## src/sv/dart_pkg.sv

```systemverilog
// ----------------------------------------------------------------------------
// dart_pkg: shared types and constants for the divider and reload timer
// Field widths, register indexes, period lookup and the control and status
// structs between the sequencer and the tick unit.
// ----------------------------------------------------------------------------
package dart_pkg;

   localparam int CYCLES_W = 6;    // elapsed cycles per request
   localparam int COUNT_W  = 8;    // divider and counter width
   localparam int DIV_ACC_W = 8;   // divider accumulator, carry leaves at 256
   localparam int TICK_W   = 11;   // tick accumulator
   localparam int SEL_W    = 2;    // clock select
   localparam int CSR_IDX_W = 2;   // register index

   // register indexes on the configuration port
   localparam logic [CSR_IDX_W-1:0] CSR_TIMER_ENABLE  = 2'd0;
   localparam logic [CSR_IDX_W-1:0] CSR_CLOCK_SELECT  = 2'd1;
   localparam logic [CSR_IDX_W-1:0] CSR_RELOAD_MODULO = 2'd2;

   // clock select codes
   localparam logic [SEL_W-1:0] SEL_1024 = 2'd0;
   localparam logic [SEL_W-1:0] SEL_16   = 2'd1;
   localparam logic [SEL_W-1:0] SEL_64   = 2'd2;
   localparam logic [SEL_W-1:0] SEL_256  = 2'd3;

   typedef struct packed {
      logic start;     // new request: clear overflow flag
      logic add_en;    // add elapsed cycles to the tick accumulator
      logic iterate;   // take one period off and advance the counter
   } tick_ctrl_type;

   typedef struct packed {
      logic pending;   // enabled and accumulator at or above the period
      logic overflow;  // counter wrapped during the current request
   } tick_status_type;

   function automatic logic [TICK_W-1:0] period_of(input logic [SEL_W-1:0] sel);
      logic [TICK_W-1:0] period;
      unique case (sel)
         SEL_1024: period = 11'd1024;
         SEL_16:   period = 11'd16;
         SEL_64:   period = 11'd64;
         SEL_256:  period = 11'd256;
         default:  period = 11'd1024;
      endcase
      return period;
   endfunction

endpackage

```

## src/sv/dart_tick_unit.sv

```systemverilog
// ----------------------------------------------------------------------------
// dart_tick_unit: tick accumulator and programmable counter
// One shared adder either adds the elapsed cycles or removes one period per
// cycle; each removal advances the counter and reloads it on wrap.
// ----------------------------------------------------------------------------
module dart_tick_unit (
   input  logic                            clock,
   input  logic                            reset,
   input  dart_pkg::tick_ctrl_type         tick_ctrl,
   input  logic [dart_pkg::CYCLES_W-1:0]   elapsed_cycles,
   input  logic                            timer_enable,
   input  logic [dart_pkg::SEL_W-1:0]      clock_select,
   input  logic [dart_pkg::COUNT_W-1:0]    reload_modulo,
   output dart_pkg::tick_status_type       tick_status,
   output logic [dart_pkg::COUNT_W-1:0]    counter_value
);
   import dart_pkg::*;

   logic [TICK_W-1:0]  acc_ff, acc_in;
   logic [COUNT_W-1:0] count_ff, count_in;
   logic               ovf_ff, ovf_in;

   logic [TICK_W-1:0]  period;
   logic [TICK_W-1:0]  operand;
   logic [TICK_W-1:0]  acc_sum;
   logic [COUNT_W-1:0] count_inc;
   logic               wrap;

   assign period    = period_of(clock_select);
   // shared adder: add cycles, or subtract the period in two's complement
   assign operand   = tick_ctrl.add_en ? {{(TICK_W-CYCLES_W){1'b0}}, elapsed_cycles}
                                       : (~period + {{(TICK_W-1){1'b0}}, 1'b1});
   assign acc_sum   = acc_ff + operand;
   assign count_inc = count_ff + {{(COUNT_W-1){1'b0}}, 1'b1};
   assign wrap      = (count_inc == '0);

   always_comb begin
      acc_in   = acc_ff;
      count_in = count_ff;
      ovf_in   = ovf_ff;
      if (tick_ctrl.add_en || tick_ctrl.iterate) begin
         acc_in = acc_sum;
      end
      if (tick_ctrl.start) begin
         ovf_in = 1'b0;
      end
      if (tick_ctrl.iterate) begin
         if (wrap) begin
            count_in = reload_modulo;
            ovf_in   = 1'b1;
         end else begin
            count_in = count_inc;
         end
      end
   end

   always_ff @(posedge clock) begin
      if (reset) begin
         acc_ff   <= '0;
         count_ff <= '0;
         ovf_ff   <= 1'b0;
      end else begin
         acc_ff   <= acc_in;
         count_ff <= count_in;
         ovf_ff   <= ovf_in;
      end
   end

   assign tick_status.pending  = timer_enable && (acc_ff >= period);
   assign tick_status.overflow = ovf_ff;
   assign counter_value        = count_ff;

`ifndef SYNTHESIS
   a_iterate_needs_pending: assert property (@(posedge clock) disable iff (reset)
      tick_ctrl.iterate |-> tick_status.pending)
      else $error("tick unit stepped with nothing pending");

   a_ovf_from_wrap: assert property (@(posedge clock) disable iff (reset)
      $rose(ovf_ff) |-> $past(tick_ctrl.iterate))
      else $error("overflow flag set without a counter step");

   a_acc_bound: assert property (@(posedge clock) disable iff (reset)
      acc_ff < 11'd1087)
      else $error("tick accumulator beyond largest period plus one request");
`endif

endmodule

```

## src/sv/divider_and_reload_timer.sv

```systemverilog
// Sequencing: each request causes k counter increments (0 to 67); the single tick adder
//   removes one period per cycle, and the sequencer takes no request while it iterates
//   or while its response waits for the output register.
// Reset: synchronous, active high; clears all but the response payload registers.
// ----------------------------------------------------------------------------
// divider_and_reload_timer: free-running divider and reloadable timer
// Each request carries the cycle count of one emulated instruction. The
// divider advances at once; the timer counter is stepped by a shared
// subtract unit, one period per cycle, then the response is registered.
// ----------------------------------------------------------------------------
module divider_and_reload_timer (
   input  logic                             clock,
   input  logic                             reset,
   // configuration port
   input  logic                             csr_write_enable,
   input  logic [dart_pkg::CSR_IDX_W-1:0]   csr_index,
   input  logic [dart_pkg::COUNT_W-1:0]     csr_write_data,
   // request channel
   input  logic                             req_valid,
   output logic                             req_stall,
   input  logic [dart_pkg::CYCLES_W-1:0]    req_elapsed_cycles,
   // response channel
   output logic                             rsp_valid,
   input  logic                             rsp_stall,
   output logic [dart_pkg::COUNT_W-1:0]     rsp_divider_value,
   output logic [dart_pkg::COUNT_W-1:0]     rsp_counter_value,
   output logic                             rsp_overflow_request
);
   import dart_pkg::*;

   typedef enum logic [1:0] {
      ST_IDLE = 2'b01,   // wait for a request
      ST_RUN  = 2'b10    // step the counter, then hand off the response
   } state_type;

   state_type state_ff, state_in;

   // configuration registers
   logic               timer_enable_ff;
   logic [SEL_W-1:0]   clock_select_ff;
   logic [COUNT_W-1:0] reload_modulo_ff;

   // divider
   logic [DIV_ACC_W-1:0] div_acc_ff, div_acc_in;
   logic [COUNT_W-1:0]   div_count_ff, div_count_in;
   logic [DIV_ACC_W:0]   div_sum;

   // response register
   logic               rsp_valid_ff, rsp_valid_in;
   logic [COUNT_W-1:0] rsp_divider_ff;
   logic [COUNT_W-1:0] rsp_counter_ff;
   logic               rsp_overflow_ff;

   logic               req_accept;
   logic               rsp_slot_free;
   logic               load_rsp;

   tick_ctrl_type      tick_ctrl;
   tick_status_type    tick_status;
   logic [COUNT_W-1:0] counter_value;

   // Take requests only in idle; a waiting response does not block intake.
   assign req_stall     = (state_ff != ST_IDLE);
   assign req_accept    = req_valid && !req_stall;
   assign rsp_slot_free = !rsp_valid_ff || !rsp_stall;
   // Hand off once no period is left to remove and the output register is free.
   assign load_rsp      = (state_ff == ST_RUN) && !tick_status.pending && rsp_slot_free;

   // Configuration writes; indexes beyond the list are dropped.
   always_ff @(posedge clock) begin
      if (reset) begin
         timer_enable_ff  <= 1'b0;
         clock_select_ff  <= '0;
         reload_modulo_ff <= '0;
      end else if (csr_write_enable) begin
         unique case (csr_index)
            CSR_TIMER_ENABLE:  timer_enable_ff  <= csr_write_data[0];
            CSR_CLOCK_SELECT:  clock_select_ff  <= csr_write_data[SEL_W-1:0];
            CSR_RELOAD_MODULO: reload_modulo_ff <= csr_write_data;
            default: ;
         endcase
      end
   end

   // Divider: add floor(cycles/4); carry out of bit 7 advances the count.
   assign div_sum = {1'b0, div_acc_ff}
                  + {{(DIV_ACC_W+1-(CYCLES_W-2)){1'b0}}, req_elapsed_cycles[CYCLES_W-1:2]};

   always_comb begin
      div_acc_in   = div_acc_ff;
      div_count_in = div_count_ff;
      if (req_accept) begin
         div_acc_in = div_sum[DIV_ACC_W-1:0];
         if (div_sum[DIV_ACC_W]) begin
            div_count_in = div_count_ff + {{(COUNT_W-1){1'b0}}, 1'b1};
         end
      end
   end

   // Sequencer: the accept cycle adds the cycles when the timer is enabled, then one period per cycle.
   always_comb begin
      state_in  = state_ff;
      tick_ctrl = '0;
      unique case (state_ff)
         ST_IDLE: begin
            tick_ctrl.start  = req_accept;
            tick_ctrl.add_en = req_accept && timer_enable_ff;
            if (req_accept) begin
               state_in = ST_RUN;
            end
         end
         ST_RUN: begin
            tick_ctrl.iterate = tick_status.pending;
            if (load_rsp) begin
               state_in = ST_IDLE;
            end
         end
         default: state_in = ST_IDLE;
      endcase
   end

   always_comb begin
      rsp_valid_in = rsp_valid_ff;
      if (load_rsp) begin
         rsp_valid_in = 1'b1;
      end else if (rsp_valid_ff && !rsp_stall) begin
         rsp_valid_in = 1'b0;
      end
   end

   always_ff @(posedge clock) begin
      if (reset) begin
         state_ff     <= ST_IDLE;
         div_acc_ff   <= '0;
         div_count_ff <= '0;
         rsp_valid_ff <= 1'b0;
      end else begin
         state_ff     <= state_in;
         div_acc_ff   <= div_acc_in;
         div_count_ff <= div_count_in;
         rsp_valid_ff <= rsp_valid_in;
      end
   end

   // Response payload: load on hand-off, hold otherwise.
   always_ff @(posedge clock) begin
      if (load_rsp) begin
         rsp_divider_ff  <= div_count_ff;
         rsp_counter_ff  <= counter_value;
         rsp_overflow_ff <= tick_status.overflow;
      end
   end

   dart_tick_unit u_tick (
      .clock          (clock),
      .reset          (reset),
      .tick_ctrl      (tick_ctrl),
      .elapsed_cycles (req_elapsed_cycles),
      .timer_enable   (timer_enable_ff),
      .clock_select   (clock_select_ff),
      .reload_modulo  (reload_modulo_ff),
      .tick_status    (tick_status),
      .counter_value  (counter_value)
   );

   assign rsp_valid            = rsp_valid_ff;
   assign rsp_divider_value    = rsp_divider_ff;
   assign rsp_counter_value    = rsp_counter_ff;
   assign rsp_overflow_request = rsp_overflow_ff;

`ifndef SYNTHESIS
   a_accept_starts_run: assert property (@(posedge clock) disable iff (reset)
      req_accept |=> (state_ff == ST_RUN))
      else $error("accepted request did not start the sequencer");

   a_load_when_settled: assert property (@(posedge clock) disable iff (reset)
      load_rsp |-> !tick_status.pending)
      else $error("response loaded with counter steps outstanding");

   a_load_sets_valid: assert property (@(posedge clock) disable iff (reset)
      load_rsp |=> rsp_valid_ff && (state_ff == ST_IDLE))
      else $error("hand-off did not raise valid and return to idle");
`endif

endmodule
```

## config.mk

```make
export PLATFORM = sky130hd
export DESIGN_NAME = divider_and_reload_timer
export DESIGN_NICKNAME = d
export VERILOG_FILES = /design/src/sv/dart_pkg.sv /design/src/sv/dart_tick_unit.sv /design/src/sv/divider_and_reload_timer.sv
export SDC_FILE = /design/constraint.sdc
export NUM_CORES = 1
export LEC_CHECK = 0
export BUFFER_PORTS_ARGS = -buffer_cell sky130_fd_sc_hd__buf_2
export CAP_MARGIN = 10
export CORE_MARGIN = 2
export CORE_UTILIZATION = 58
export CTS_BUF_LIST = sky130_fd_sc_hd__clkbuf_16
export DETAILED_ROUTE_END_ITERATION = 12
export GPL_ROUTABILITY_DRIVEN = 0
export PLACE_DENSITY = 0.8
export SLEW_MARGIN = 25
export SYNTH_ARGS = -nofsm -noshare
export SYNTH_HDL_FRONTEND = slang
export SYNTH_SLANG_ARGS = --single-unit
```

## constraint.sdc

```tcl
create_clock -name clock -period 3.7 [get_ports clock]
set_input_delay 0.185 -clock clock [delete_from_list [all_inputs] [get_ports clock]]
set_output_delay 0.185 -clock clock [all_outputs]
set_load 0.01 [all_outputs]
```

==> flow_summary.yaml <==
clocking:
  cts_htree_levels: 3
  cts.repair.resized: 0
  clock_pin_slew_reported_for_the_worst_setup_and_hold_paths_after_clock_tree_synthesis_ps: 60
  cts_tree: "done"
  clk_root_buffer_cell: "sky130_fd_sc_hd__clkbuf_16"
  post_cts_hold_buffer_count: 0
  post_cts_buffers: 0
  cts_max_path_buffers: 2
  insertion_delay_ps: 330
  clock_sink_count: 67
  cts_inserted_buffers: 9
worst_setup_path:
  worstSetupPathType: "reg2reg"
  critical-path-slowest-cell: "sky130_fd_sc_hd__and3b_1"
  timing.reg2reg.setup_slack_ps: 700
  crit_start: "state_ff[0]"
  crit-reg2reg-launch: "state_ff[0]"
  cp_num_buf_inv: 1
  crit_path_start_kind: "flip-flop"
  cpPeakStageDelay_ps: 420
  critical_path.endpoint_type: "flip-flop"
  worst_path_dominant_cell_family: "compound AO/OA/AOI/OAI gates"
  arrival_ps: 3180
  cp_data_required_time_ps: 3880
  critical_path.max_fanout: 12
  crit_chain: "and3b_1 > and2_1 > nand2_1 > inv_1 > ha_1 > a211oi_1 > o21ai_0 > a31o_2 > a21oi_1 > xor2_1 > o31ai_1"
layout:
  layoutNonFillerInstCount: 484
  multi_input_comb_area_mm2: 0.00191
  layout.core_utilization: 0.687
  final_nets: 451
  drive_above_1_share: 0.183
  antenna_cell_count: 0
  ff_latch_area_mm2: 0.00151
  nFillCells: 468
  final_design_area_no_fill_mm2: 0.00407
  area.growth.synth_to_final_pct: 14.6
timing:
  max-slew-margin-rel: 0.377
  fin_ws_ps: 702
  worst_hold_slack_ps: 86.6
  fin_worst_skew_ps: 6.01
  timing.final.crit_period_ps: 3000
  hold_violations: 0
  grt_setup_unrepaired: "no"
  setup_violations: 0
  setup_tns_ps: 0
  period_share: 0.810
  tightestPinTransition_ps: 935
  slew_viol_final: 0
  maxClockFrequency_mhz: 334
pwr:
  leakage_nw: 1.76
  p_per_area_mw_per_mm2: 419
  clock_share_of_power: 0.487
  pwr-share-comb: 0.063
  switching_portion_of_total_power: 0.223
  intPower_mw: 1.32
  irDropWorstVdd_v: 0.000290
  power.net_switching_uw: 380
  power.share.sequential: 0.451
  p_total_mw: 1.70
global_route:
  largest_net_degree_at_the_start_of_global_routing: 52
  grt_util_met2: 0.328
  gr-max-usage-layer: "met2"
  grtUsageTotal: 0.222
  grt_remaining_overflow: 0
  initial_antenna_violation_count: 0
  first_global_vias: 2560
  globalRouteMet3Util: 0.0467
  first_pass_grt_wire_length_mm: 11.4
  use_met1: 0.301
routing:
  firstDrtPassIters: 4
  remaining_drc_errors: 0
  average_wire_per_cell_in_the_routed_design_um: 14.0
  drt_iter0_drc: 115
  wirelength_mm: 6.78
  route.antenna.remaining_nets: 0
  routed-via-count: 2724
  route.detailed.vias_per_inst: 5.63
yosys:
  post_synth_instance_area_mm2: 0.00355
  async_reset_ff_frac: 0
  post_synth_num_cell_types: 64
  synth_fp_nets: 413
  synth_area_per_cell_um2: 9.70
  ys_top_cells_by_area: "sky130_fd_sc_hd__dfxtp_1 (28%), sky130_fd_sc_hd__edfxtp_1 (14%), sky130_fd_sc_hd__ha_1 (8.5%), sky130_fd_sc_hd__mux2i_1 (5.4%), sky130_fd_sc_hd__nor2_1 (5.0%)"
  synth.most_common_cell: "sky130_fd_sc_hd__dfxtp_1"
  dominantRegCellSynth: "sky130_fd_sc_hd__dfxtp_1"
  post_synth_inst_count: 366
  yosysWarnings: 0
  ys_seq_elements: 67
  seq_area_frac_synth: 0.426
  synth_top_cell_area_share: 0.282
  synth_top_cells_by_count: "sky130_fd_sc_hd__dfxtp_1 (50), sky130_fd_sc_hd__nor2_1 (47), sky130_fd_sc_hd__nand2_1 (30)"
  synthDominantAreaCellType: "sky130_fd_sc_hd__dfxtp_1"
  synth_enable_flop_cells: 17
flow_run:
  maxCapViolCount: 0
floorplanning:
  die-height_um: 82.2
  floorplan.core_area_mm2: 0.00592
  fp.dieArea_mm2: 0.00676
  die_width_um: 82.2
  initial_core_util: 0.599
  floorplan.io_pins: 40
  fp-row-count: 28
min_path:
  worstHoldPathType: "in2reg"
  timing.hold.worst.start: "csr_write_data[7]"
place:
  placedCellCount: 468
  io_buffers: 39
  dpl-instance-area_mm2: 0.00377
  setup_slack_after_placement_ps: 795
  dp_hpwl_mm: 4.61
outcome:
  run_status: "completed"
registers in the layout (all words and copies together), names as in the netlist:
signal and cells:
rsp_divider_value 8, rsp_counter_value 8, rsp_overflow_request 1, div_count_ff 8, div_acc_ff 8, u_tick.ovf_ff 1, state_ff 2, clock_select_ff 2
rsp_valid 1, u_tick.counter_value 8, timer_enable_ff 1, u_tick.acc_ff 11, reload_modulo_ff 8
path summary, 6_finish.rpt:
check                                             to  depth (start not counted)
worst min-delay path             reload_modulo_ff[7]                          3
worst max register to register      u_tick.acc_ff[9]                         11
worst min register to register  rsp_overflow_request                          0
worst max-delay path                u_tick.acc_ff[9]                         11
cell usage in the layout (no fill, tap or decap), types with 4 or more instances in the layout:
master,count
sky130_fd_sc_hd__xor2_1,8
sky130_fd_sc_hd__nand3b_1,4
sky130_fd_sc_hd__ha_1,24
sky130_fd_sc_hd__clkbuf_16,9
sky130_fd_sc_hd__edfxtp_1,17
sky130_fd_sc_hd__mux2i_1,19
sky130_fd_sc_hd__nand4_1,7
sky130_fd_sc_hd__inv_1,15
sky130_fd_sc_hd__nor2b_1,4
sky130_fd_sc_hd__o21ai_0,9
sky130_fd_sc_hd__nor2_1,47
sky130_fd_sc_hd__nand3_1,5
sky130_fd_sc_hd__nor3_1,6
sky130_fd_sc_hd__a211oi_1,6
sky130_fd_sc_hd__nand2b_1,4
sky130_fd_sc_hd__buf_2,39
sky130_fd_sc_hd__a21oi_1,20
sky130_fd_sc_hd__dfxtp_1,50
sky130_fd_sc_hd__xnor2_1,11
sky130_fd_sc_hd__nand2_1,30
sky130_fd_sc_hd__and3_1,8
per-layer routing:
| layer | wire length (µm) | vias to the layer above |
|---|---|---|
| met5 | 0 | - |
| met4 | 191 | 0 |
| met3 | 288 | 19 |
| met2 | 3100 | 69 |
| met1 | 3200 | 1249 |
| li1 | - | 1387 |
cell type report:
type	instances	area share
clock buffers	9	0.0554
multi-input cells	271	0.469
flip-flops and latches	67	0.372
repair buffers	40	0.0498
inverters	15	0.0138
well taps	75	0.0231
clock inverters	7	0.0169
power by group through the flow:
stage / clock network [mW] / logic, mW / registers, mW
after detailed placement: 0 / 0.105 / 0.783
final: 0.829 / 0.107 / 0.768
after global routing: 0.866 / 0.121 / 0.769
after CTS: 0.839 / 0.107 / 0.768
after global placement: 0 / 0.103 / 0.783
after floorplan: 0 / 0.0782 / 0.781
cell families after synthesis:
kind of cell,share of synthesized area
AO/OA/AOI/OAI,0.143
XOR/XNOR,0.0469
adder cells (fa/ha/maj),0.0959
buffers and inverters,0.0363
flip-flops,0.426
multiplexers,0.0568
AND/OR/NAND/NOR,0.195
worst min-delay path, delay by kind of cell:
kind,cells,cell delay [ps]
buffers and inverters,1,70
multiplexers,1,50
AND/OR/NAND/NOR,1,70
Power figures use the tool's default switching activity.
